**src/rtl/core/sme_pkg.sv**
```systemverilog
package sme_pkg;

    // ascii codes of the mappings text
    localparam logic [6:0] CHAR_COMMA = 7'h2C;
    localparam logic [6:0] CHAR_SEMI  = 7'h3B;
    localparam logic [6:0] CHAR_PLUS  = 7'h2B;
    localparam logic [6:0] CHAR_SLASH = 7'h2F;
    localparam logic [6:0] CHAR_UPPER = 7'h41;
    localparam logic [6:0] CHAR_LOWER = 7'h61;
    localparam logic [6:0] CHAR_DIGIT = 7'h30;

    // vlq digit layout
    localparam int unsigned GROUP_BITS = 5;
    localparam logic [5:0]  B64_PLUS   = 6'd62;

    typedef enum logic [1:0] {
        CH_COMMA,
        CH_SEMI,
        CH_DIGIT
    } char_sel_t;

    // controller to datapath
    typedef struct packed {
        logic      capture;
        logic      load;
        logic      emit;
        char_sel_t sel;
        logic      last;
        logic      next_field;
    } sme_cmd_t;

    // datapath to controller
    typedef struct packed {
        logic mode;
        logic src_valid;
        logic need_comma;
        logic more;
        logic field_last;
        logic out_ready;
    } sme_sts_t;

    function automatic logic [6:0] b64_char(input logic [5:0] v);
        logic [6:0] c;
        if (v < 6'd26) begin
            c = CHAR_UPPER + 7'(v);
        end else if (v < 6'd52) begin
            c = CHAR_LOWER + 7'(v) - 7'd26;
        end else if (v < B64_PLUS) begin
            c = CHAR_DIGIT + 7'(v) - 7'd52;
        end else if (v == B64_PLUS) begin
            c = CHAR_PLUS;
        end else begin
            c = CHAR_SLASH;
        end
        return c;
    endfunction

endpackage

```
**src/rtl/core/sme_ctrl.sv**
```systemverilog
module sme_ctrl (
    input  logic              aclk,
    input  logic              aresetn,
    input  logic              in_valid,
    output logic              in_ready,
    input  sme_pkg::sme_sts_t sts,
    output sme_pkg::sme_cmd_t cmd
);

    typedef enum logic [2:0] {
        ST_IDLE,
        ST_DISPATCH,
        ST_COMMA,
        ST_LOAD,
        ST_DIGIT
    } state_t;

    state_t state_reg;
    state_t state_next;

    assign in_ready = (state_reg == ST_IDLE);

    always_comb begin
        state_next     = state_reg;
        cmd            = '0;
        cmd.sel        = sme_pkg::CH_DIGIT;
        unique case (state_reg)
            ST_IDLE: begin
                if (in_valid) begin
                    cmd.capture = 1'b1;
                    state_next  = ST_DISPATCH;
                end
            end
            ST_DISPATCH: begin
                if (sts.mode) begin
                    // end of generated line: one semicolon
                    if (sts.out_ready) begin
                        cmd.emit   = 1'b1;
                        cmd.sel    = sme_pkg::CH_SEMI;
                        cmd.last   = 1'b1;
                        state_next = ST_IDLE;
                    end
                end else if (!sts.src_valid) begin
                    state_next = ST_IDLE;
                end else if (sts.need_comma) begin
                    state_next = ST_COMMA;
                end else begin
                    state_next = ST_LOAD;
                end
            end
            ST_COMMA: begin
                if (sts.out_ready) begin
                    cmd.emit   = 1'b1;
                    cmd.sel    = sme_pkg::CH_COMMA;
                    state_next = ST_LOAD;
                end
            end
            ST_LOAD: begin
                cmd.load   = 1'b1;
                state_next = ST_DIGIT;
            end
            ST_DIGIT: begin
                if (sts.out_ready) begin
                    cmd.emit = 1'b1;
                    cmd.sel  = sme_pkg::CH_DIGIT;
                    if (!sts.more) begin
                        if (sts.field_last) begin
                            cmd.last   = 1'b1;
                            state_next = ST_IDLE;
                        end else begin
                            cmd.next_field = 1'b1;
                            state_next     = ST_LOAD;
                        end
                    end
                end
            end
            default: begin
                state_next = ST_IDLE;
            end
        endcase
    end

    always_ff @(posedge aclk) begin
        if (!aresetn) begin
            state_reg <= ST_IDLE;
        end else begin
            state_reg <= state_next;
        end
    end

endmodule

```
**src/rtl/core/sme_datapath.sv**
```systemverilog
module sme_datapath #(
    parameter int unsigned COORD_BITS  = 20,
    parameter int unsigned SOURCE_BITS = 16
) (
    input  logic                   aclk,
    input  logic                   aresetn,
    input  sme_pkg::sme_cmd_t      cmd,
    output sme_pkg::sme_sts_t      sts,
    input  logic                   in_mode,
    input  logic                   in_src_valid,
    input  logic [COORD_BITS-1:0]  in_gen_column,
    input  logic [SOURCE_BITS-1:0] in_source_index,
    input  logic [COORD_BITS-1:0]  in_orig_line,
    input  logic [COORD_BITS-1:0]  in_orig_column,
    output logic                   out_valid,
    output logic [6:0]             out_char,
    output logic                   out_last,
    input  logic                   out_ready
);

    localparam int unsigned DW = (COORD_BITS > SOURCE_BITS) ? COORD_BITS : SOURCE_BITS;
    localparam int unsigned FW = DW + 1;

    typedef enum logic [1:0] {
        F_GEN,
        F_SRC,
        F_OLINE,
        F_OCOL
    } field_t;

    // captured word
    logic                   mode_reg;
    logic                   src_valid_reg;
    logic [COORD_BITS-1:0]  gen_reg;
    logic [SOURCE_BITS-1:0] src_reg;
    logic [COORD_BITS-1:0]  oline_reg;
    logic [COORD_BITS-1:0]  ocol_reg;

    // running state
    logic [COORD_BITS-1:0]  prev_gen_reg;
    logic [SOURCE_BITS-1:0] prev_src_reg;
    logic [COORD_BITS-1:0]  prev_oline_reg;
    logic [COORD_BITS-1:0]  prev_ocol_reg;
    logic                   need_comma_reg;
    field_t                 fidx_reg;
    logic [FW-1:0]          folded_reg;

    // output word
    logic                   out_valid_reg;
    logic [6:0]             out_char_reg;
    logic                   out_last_reg;

    logic [DW-1:0]          now_val;
    logic [DW-1:0]          old_val;
    logic [FW-1:0]          folded_next;
    logic                   more;
    logic [6:0]             char_next;
    logic                   out_free;

    assign more     = |folded_reg[FW-1:sme_pkg::GROUP_BITS];
    assign out_free = !out_valid_reg || out_ready;

    always_comb begin
        case (fidx_reg)
            F_GEN: begin
                now_val = DW'(gen_reg);
                old_val = DW'(prev_gen_reg);
            end
            F_SRC: begin
                now_val = DW'(src_reg);
                old_val = DW'(prev_src_reg);
            end
            F_OLINE: begin
                now_val = DW'(oline_reg);
                old_val = DW'(prev_oline_reg);
            end
            default: begin
                now_val = DW'(ocol_reg);
                old_val = DW'(prev_ocol_reg);
            end
        endcase
        // sign fold: magnitude above, sign in bit 0
        if (now_val >= old_val) begin
            folded_next = {now_val - old_val, 1'b0};
        end else begin
            folded_next = {old_val - now_val, 1'b1};
        end
    end

    always_comb begin
        unique case (cmd.sel)
            sme_pkg::CH_COMMA: char_next = sme_pkg::CHAR_COMMA;
            sme_pkg::CH_SEMI:  char_next = sme_pkg::CHAR_SEMI;
            sme_pkg::CH_DIGIT: char_next = sme_pkg::b64_char({more, folded_reg[4:0]});
            default:           char_next = sme_pkg::CHAR_SEMI;
        endcase
    end

    always_ff @(posedge aclk) begin
        if (cmd.capture) begin
            mode_reg      <= in_mode;
            src_valid_reg <= in_src_valid;
            gen_reg       <= in_gen_column;
            src_reg       <= in_source_index;
            oline_reg     <= in_orig_line;
            ocol_reg      <= in_orig_column;
        end
        if (cmd.load) begin
            folded_reg <= folded_next;
        end else if (cmd.emit && cmd.sel == sme_pkg::CH_DIGIT) begin
            folded_reg <= folded_reg >> sme_pkg::GROUP_BITS;
        end
        if (cmd.emit) begin
            out_char_reg <= char_next;
            out_last_reg <= cmd.last;
        end
    end

    always_ff @(posedge aclk) begin
        if (!aresetn) begin
            prev_gen_reg   <= '0;
            prev_src_reg   <= '0;
            prev_oline_reg <= '0;
            prev_ocol_reg  <= '0;
            need_comma_reg <= 1'b0;
            fidx_reg       <= F_GEN;
            out_valid_reg  <= 1'b0;
        end else begin
            if (cmd.capture) begin
                fidx_reg <= F_GEN;
            end else if (cmd.next_field) begin
                fidx_reg <= field_t'(fidx_reg + 2'd1);
            end
            // the old value is consumed in the load cycle, so commit it there
            if (cmd.load) begin
                need_comma_reg <= 1'b1;
                case (fidx_reg)
                    F_GEN:   prev_gen_reg   <= gen_reg;
                    F_SRC:   prev_src_reg   <= src_reg;
                    F_OLINE: prev_oline_reg <= oline_reg;
                    default: prev_ocol_reg  <= ocol_reg;
                endcase
            end
            if (cmd.emit && cmd.sel == sme_pkg::CH_SEMI) begin
                need_comma_reg <= 1'b0;
                prev_gen_reg   <= '0;
            end
            if (cmd.emit) begin
                out_valid_reg <= 1'b1;
            end else if (out_ready) begin
                out_valid_reg <= 1'b0;
            end
        end
    end

    assign sts.mode       = mode_reg;
    assign sts.src_valid  = src_valid_reg;
    assign sts.need_comma = need_comma_reg;
    assign sts.more       = more;
    assign sts.field_last = (fidx_reg == F_OCOL);
    assign sts.out_ready  = out_free;

    assign out_valid = out_valid_reg;
    assign out_char  = out_char_reg;
    assign out_last  = out_last_reg;

endmodule

```
**src/rtl/core/source_map_segment_encoder.sv**
```systemverilog
// channel   dir  handshake             payload
// s_axis    in   tvalid/tready         tdata: gen_column, source_index, orig_line,
//                                      orig_column; tuser: mode, source_valid
// m_axis    out  tvalid/tready/tlast   tdata: char_code; tlast: last
//
// one word in at a time; an end-of-line word sends one semicolon, a word without a
// source sends nothing, a segment an optional comma, then per field a load and its
// vlq digits, through the one-character-per-cycle output register (while it is not
// stalled) and the shared delta/fold unit
// output stalls hold the sequencer in place; input is taken only when idle
// reset (aresetn low, synchronous) clears previous values and comma flag
module source_map_segment_encoder #(
    parameter int unsigned COORD_BITS  = 20,
    parameter int unsigned SOURCE_BITS = 16
) (
    input  logic                  aclk,
    input  logic                  aresetn,
    input  logic                  s_axis_tvalid,
    output logic                  s_axis_tready,
    // tdata from bit 0: gen_column, source_index, orig_line, orig_column, zero pad
    input  logic [((3*COORD_BITS+SOURCE_BITS+7)/8)*8-1:0] s_axis_tdata,
    // tuser from bit 0: mode, source_valid
    input  logic [1:0]            s_axis_tuser,
    output logic                  m_axis_tvalid,
    input  logic                  m_axis_tready,
    // tdata from bit 0: char_code, zero pad
    output logic [7:0]            m_axis_tdata,
    output logic                  m_axis_tlast
);

    // field offsets inside s_axis_tdata
    localparam int unsigned SRC_LO   = COORD_BITS;
    localparam int unsigned OLINE_LO = COORD_BITS + SOURCE_BITS;
    localparam int unsigned OCOL_LO  = 2*COORD_BITS + SOURCE_BITS;

    sme_pkg::sme_cmd_t cmd;
    sme_pkg::sme_sts_t sts;
    logic [6:0]        char_code;

    sme_ctrl u_ctrl (
        .aclk     (aclk),
        .aresetn  (aresetn),
        .in_valid (s_axis_tvalid),
        .in_ready (s_axis_tready),
        .sts      (sts),
        .cmd      (cmd)
    );

    sme_datapath #(
        .COORD_BITS  (COORD_BITS),
        .SOURCE_BITS (SOURCE_BITS)
    ) u_datapath (
        .aclk            (aclk),
        .aresetn         (aresetn),
        .cmd             (cmd),
        .sts             (sts),
        .in_mode         (s_axis_tuser[0]),
        .in_src_valid    (s_axis_tuser[1]),
        .in_gen_column   (s_axis_tdata[COORD_BITS-1:0]),
        .in_source_index (s_axis_tdata[SRC_LO +: SOURCE_BITS]),
        .in_orig_line    (s_axis_tdata[OLINE_LO +: COORD_BITS]),
        .in_orig_column  (s_axis_tdata[OCOL_LO +: COORD_BITS]),
        .out_valid       (m_axis_tvalid),
        .out_char        (char_code),
        .out_last        (m_axis_tlast),
        .out_ready       (m_axis_tready)
    );

    assign m_axis_tdata = {1'b0, char_code};

    // a character is only loaded when the output register can take it
    assert property (@(posedge aclk) disable iff (!aresetn)
        cmd.emit |-> sts.out_ready)
        else $error("character loaded into a full output register");

    // an accepted word closes the input until its work is done
    assert property (@(posedge aclk) disable iff (!aresetn)
        (s_axis_tvalid && s_axis_tready) |=> !s_axis_tready)
        else $error("input reopened right after accept");

    // the final character of a word returns the block to idle
    assert property (@(posedge aclk) disable iff (!aresetn)
        (cmd.emit && cmd.last) |=> s_axis_tready)
        else $error("not idle after final character");

    // a semicolon only ever ends a word
    assert property (@(posedge aclk) disable iff (!aresetn)
        (m_axis_tvalid && m_axis_tdata[6:0] == sme_pkg::CHAR_SEMI) |-> m_axis_tlast)
        else $error("semicolon without tlast");

endmodule

```
**config.mk**
```make
export PLATFORM = sky130hd
export DESIGN_NAME = source_map_segment_encoder
export DESIGN_NICKNAME = d
export VERILOG_FILES = /design/src/rtl/core/sme_pkg.sv /design/src/rtl/core/sme_ctrl.sv /design/src/rtl/core/sme_datapath.sv /design/src/rtl/core/source_map_segment_encoder.sv
export SDC_FILE = /design/constraint.sdc
export NUM_CORES = 1
export LEC_CHECK = 0
export BUFFER_PORTS_ARGS = -buffer_cell sky130_fd_sc_hd__buf_2
export CAP_MARGIN = 30
export CORE_ASPECT_RATIO = 1.25
export CORE_MARGIN = 1
export CORE_UTILIZATION = 60
export DETAILED_ROUTE_END_ITERATION = 7
export GPL_ROUTABILITY_DRIVEN = 0
export PLACE_DENSITY = 0.81
export SYNTH_ARGS = -nofsm -noshare
export SYNTH_HDL_FRONTEND = slang
export SYNTH_SLANG_ARGS = --single-unit
export TNS_END_PERCENT = 20
```
**constraint.sdc**
```tcl
create_clock -name aclk -period 5.1 [get_ports aclk]
set_input_delay 1.02 -clock aclk [delete_from_list [all_inputs] [get_ports aclk]]
set_output_delay 1.02 -clock aclk [all_outputs]
set_load 0.02 [all_outputs]
```
# --- Yosys cells after proc, flatten, opt, wreduce, memory -nomap -nowiden ---
# Cells that the tools add are included.
word_totals:
  ff_bits: 190
  in_bits: 86
  elab_cells: 99
  out_inout_bits: 11
classes:
  n_eq_ne: 15
  addsub: 8
  bitwise: 2
  reduce_logical: 18
  n_lt_le_gt_ge: 4
  muxes: 35
ops:
  columns: ["cell", "count"]
  rows:
  - ["$pmux W20 S3", 2]
  - ["$mux W21", 3]
  - ["$sub A20 B20 Y20", 2]
  - ["$mux W3", 8]
  - ["$mux W7", 3]
  - ["$ge A20 B20 Y1", 1]
  - ["$reduce_or A16 Y1", 1]
  - ["$pmux W3 S5", 1]
  - ["$add A7 B6 Y7 const A", 2]
  - ["$pmux W7 S2", 1]
  - ["$lt A6 B6 Y1 const B", 2]
  - ["$mux W1", 9]
  - ["$pmux W3 S3", 1]
  - ["$mux W4", 2]
  - ["$reduce_and A2 Y1", 4]
  - ["$add A6 B6 Y7 const A", 1]
  - ["$sub A7 B5 Y7 const B", 1]
  - ["$sub A7 B6 Y7 const B", 1]
  - ["$eq A2 B2 Y1 const B", 3]
  - ["$eq A3 B2 Y1 const B", 2]
  - ["$eq A6 B6 Y1 const B", 1]
  - ["$lt A6 B5 Y1 const B", 1]
  - ["$mux W2", 3]
  - ["$mux W5", 1]
  - ["other kinds (18)", 26]

# --- Logic depth before layout (Yosys ltp) ---
depth:
  ltp_word: 9
  ltp_mapped: 21
  ltp_nobuf: 17

# --- Hierarchy ---
# From an unflattened synthesis, not the netlist that was laid out.
hier_totals:
  hier_cells: 1088
  hier_area_um2: 10359.9
modules_own_cells:
  columns: ["mod", "cells_each", "area_per_inst_um2", "seq_area_each_um2", "n_inst"]
  rows:
  - ["sme_datapath", 1043, 10019.6, 4814.6, 1]
  - ["sme_ctrl", 43, 329.1, 60.1, 1]
  - ["source_map_segment_encoder", 2, 11.3, 0.0, 1]

# --- Worst setup path after synthesis ---
# OpenSTA, ideal clock, no wires.
synth_timing:
  path_type: "reg-to-reg"
  from: "register u_datapath.fidx_reg[0]"
  to: "register u_datapath.folded_reg[15], data pin"
  stages_incl_launch_ff: 18
  required_time_ps: 4836
  setup_ps: 264
  arrival_time_ps: 3577
  path_buffers: 4
  path_slack_ps: 1259
  synth_period_minus_slack_ps: 3841
  cell_sequence: "dfxtp_1 > ha_1 > clkbuf_1 > clkbuf_1 > clkbuf_1 > nand2_1 > o21ai_0 > inv_1 > ha_1 > nor2_1 > o31ai_2 > a21oi_1 > a31o_1 > buf_6 > or3_4 > a41oi_2 > xor2_1 > o21ai_1"
synth_via:
  elab_chain_cells: 5
  elab_cells_between_ends: 10
  classes_between: "add/sub: 2; order compare: 1; eq/ne: 2; mux: 4; reduce/logical: 1"
synth_lines:
  columns: ["item", "line_no", "text"]
  rows:
  - ["from (decl)", "sme_datapath.sv:45", "field_t fidx_reg;"]
  - ["from (signal assigned)", "sme_datapath.sv:132", "fidx_reg <= field_t'(fidx_reg + 2'd1);"]
  - ["$eq A2 B2 Y1, or another cell as far along", "sme_datapath.sv:64", "case (fidx_reg)"]
  - ["$pmux W20 S3", "sme_datapath.sv:64", null]
  - ["$sub A20 B20 Y20, or another cell as far along", "sme_datapath.sv:86", "folded_next = {old_val - now_val, 1'b1};"]
  - ["$mux W21 *", "sme_datapath.sv:83", "if (now_val >= old_val) begin"]
  - ["$mux W21 *", "sme_datapath.sv:108", "if (cmd.load) begin"]
  - ["to (signal assigned)", "sme_datapath.sv:109", "folded_reg <= folded_next;"]
  - ["to (signal assigned)", "sme_datapath.sv:111", "folded_reg <= folded_reg >> sme_pkg::GROUP_BITS;"]
  - ["to (decl)", "sme_datapath.sv:46", "logic [FW-1:0] folded_reg;"]
# Every way passes the cells marked *; elsewhere a longest branch is shown, timed or not.
# A chain may end at the register's enable or synchronous reset.

# --- Worst setup path in the final report ---
layout_timing:
  from: "register u_datapath.fidx_reg[0]"
  to: "register u_datapath.folded_reg[20], data pin"
# Same word-level chain as after synthesis.

==> results.ini <==
[finish]
diodes=0
largest_reg_flops=21
final_nets=1293
area_growth_pct=11.6
nFillCells=1241
drive_above_1_share_pct=14.6

[power]
irDropWorstVdd_uv=304
p_leak_nw=4.56
switching_power_mw=1.13
power.share.clock_pct=33.4
seqPwrFrac_pct=46.7
p_per_area_mw_per_mm2=348
netSwitchingFraction_pct=28.5
p_comb_share_pct=19.9
p_int_mw=2.83

[grt]
grt_max_degree=63
gr-total-overflow=0
antenna_found_initial=0
grt_pass1_vias=7606
grt_pass1_wl_um=36900
grt.total_usage_pct=26.6

[sta]
max_freq_mhz=218
period_share_pct=90.1
fin_crit_ns=4.59
setup_violations=0
worst_hold_slack_ns=0.457
finalHoldViolations=0
worst_pin_slew_ns=0.992
slew_headroom_pct=33.7
rsz0062_at_grt=false
finalSetupTns_ns=0
slew_viol_final=0
finClkSkew_ns=0.00867

[floorplan]
core_area_sq_mm=0.0164
start_util_pct=62.2
die-area_sq_mm=0.0175
die_x_um=119
die_h_um=148
rows=52
io_pins=97

[status]
status=completed

[clock_network]
cts_tree=yes
clock_latency_ns=0.44
ctsHtreeMaxLevel=4
postCtsSetupBuffers=0
cts_made_buffers=17
cts_hold_buf=0
clock_sinks=190
cts-resized-gates=0
root_buffer=clkbuf_16
cts.clk_slew.worst_paths_ns=0.07
clk_path_buf_depth=2

[routing]
drc=0
wire_per_inst_um=16.3
wl_um=22600
dr.first_iter.drc_count=720
vias_per_cell=5.83
antenna_left=0
drt-pass1-iter-count=5
num_vias=8079

[synthesis]
ys.flop_type=edfxtp_1
syn_inst=1096
synth_warnings=0
synth_top_family_by_area=compound AO/OA/AOI/OAI gates
synthTopCellsByCount=280 x nand2_1, 107 x edfxtp_1, 83 x dfxtp_1
synth.most_common_cell=nand2_1
synth-edff-count=107
synth_xor_area_share_pct=1.63
syn-num-nets=1233
avgSynthCellArea_sq_um=9.30
synth.yosys.seq_area_share_pct=47.8
yosys-mux-area-fraction_pct=4.17
async_reset_ff_share_pct=0
synth_compound_area_share_pct=18.8
synth_cell_types=64
syn_area_sq_mm=0.0102
synth_top_area_share_pct=31.5
ys_ff_latch=190
synthSimpleGateAreaFrac_pct=16.1
synth_area_leaders=edfxtp_1 32%, dfxtp_1 16%, nand2_1 10%
synth_top_area_cell=edfxtp_1
synth_fa_ha_area_share_pct=6.41

[critical_path]
criticalPathCategory=reg2reg
reg2reg_slack_ns=0.51
cp_common_cell=inv_1
critPathLaunchType=register
path_max_fanout=16
cp-end-kind=register
crit_slowest_cell=or4_1
crit_path_cell_trace=inv_1 -> ha_1 -> buf_4 -> nand2_1 -> nand2_1 -> mux2_2 -> inv_1 -> ha_1 -> inv_1 -> fa_1 -> nand3_1 -> a21oi_1 -> o21ai_1 -> a31oi_2 -> buf_4 -> or4_1 -> o22ai_1 -> o22ai_1 -> mux2i_1
cp.required_ns=5.27
max_stage_delay_ns=0.46
cp.arrival_ns=4.77

[run]
max_cap_violations=0

[placement]
port_buffers=91
dp_hpwl_um=16000

[worst_hold_path]
hp-class=reg2reg

[path summary, 6_finish.rpt]
| check | startpoint | to | depth (start not counted) |
|---|---|---|---|
| min | u_datapath.prev_gen_reg[2] | u_datapath.prev_gen_reg[2] | 2 |
| max | u_datapath.fidx_reg[0] | u_datapath.folded_reg[20] | 19 |
| max reg2reg | u_datapath.fidx_reg[0] | u_datapath.folded_reg[20] | 19 |
| min reg2reg | u_datapath.prev_gen_reg[2] | u_datapath.prev_gen_reg[2] | 2 |
[power groups by stage]
stage          Clock [mW]  Combinational, mW  Sequential [mW]
6_report             1.33              0.787             1.85
5_1_grt              1.39              0.869             1.86
4_1_cts              1.34              0.780             1.85
3_5_place_dp            0              0.774             1.88
3_3_place_gp            0              0.758             1.88
2_1_floorplan           0              0.571             1.87
[placed cells by master (no fill, tap or decap), drive strengths merged, types with 6 or more instances in the layout]
| cell type | n |
|---|---|
| nand2b | 6 |
| or3 | 7 |
| nor2b | 7 |
| nor4 | 6 |
| nor3 | 13 |
| nand2 | 280 |
| ha | 49 |
| mux2i | 20 |
| edfxtp | 107 |
| nor2 | 42 |
| inv | 57 |
| a22oi | 41 |
| a21oi | 69 |
| a21o | 17 |
| and3 | 7 |
| dfxtp | 83 |
| xor2 | 10 |
| a211oi | 9 |
| clkbuf | 24 |
| a21boi | 56 |
| nand4 | 6 |
| o21ai | 42 |
| xnor2 | 9 |
| buf | 110 |
| mux2 | 20 |
| o211ai | 6 |
[metrics by stage]
step | setup slack, ns | utilization (%) | total power, mW | instance area, sq um | std cells
after floorplan | 1.26 | - | 2.45 | 10200 | 1096
after global placement | 0.656 | 65.8 | 2.64 | 10800 | 1353
after detailed placement | 0.575 | 65.8 | 2.66 | 10800 | 1353
after CTS | 0.569 | 69.4 | 3.97 | 11400 | 1385
after global routing | 0.159 | 69.4 | 4.12 | 11400 | 1385
final | 0.506 | 69.4 | 3.96 | 11400 | 1385
[metal layers]
| layer | vias up | GRT usage (%) | part of all wire [%] |
|---|---|---|---|
| met5 | - | 0 | 0 |
| met4 | 0 | 10.8 | 2.8 |
| met3 | 51 | 4.21 | 5.7 |
| met2 | 303 | 44.1 | 49 |
| met1 | 3765 | 34.9 | 43 |
| li1 | 3960 | - | - |
[worst max-delay path: cells and delay by family (launching register included)]
| kind | cells | cell delay (ns) |
|---|---|---|
| adder cells (fa/ha/maj) | 3 | 0.98 |
| AO/OA/AOI/OAI | 5 | 0.95 |
| buffers and inverters | 5 | 0.76 |
| AND/OR/NAND/NOR | 4 | 0.73 |
| multiplexers | 2 | 0.46 |
| flip-flops | 1 | 0.44 |
[kinds of logic (layout without fill, tap and decap cells)]
family	after synthesis	count (layout)
and+or+nand+nor	387	387
AOI/OAI and AO/OA	286	286
DFF	190	190
buffers and inverters	122	195
adders and majority gates	51	51
muxes	40	40
xor gates and xnor gates	19	19
other	1	1
[cell type report]
type | instances | area [sq um] | area share (%)
Multi-Input combinational cell | 784 | 4810 | 42.3
Clock inverter | 8 | 93.8 | 0.825
Timing Repair Buffer | 110 | 623 | 5.48
Tap cell | 216 | 270 | 2.38
Sequential cell | 190 | 4870 | 42.8
Clock buffer | 24 | 503 | 4.42
Inverter | 53 | 199 | 1.75
(Power assumes the default switching activity.)
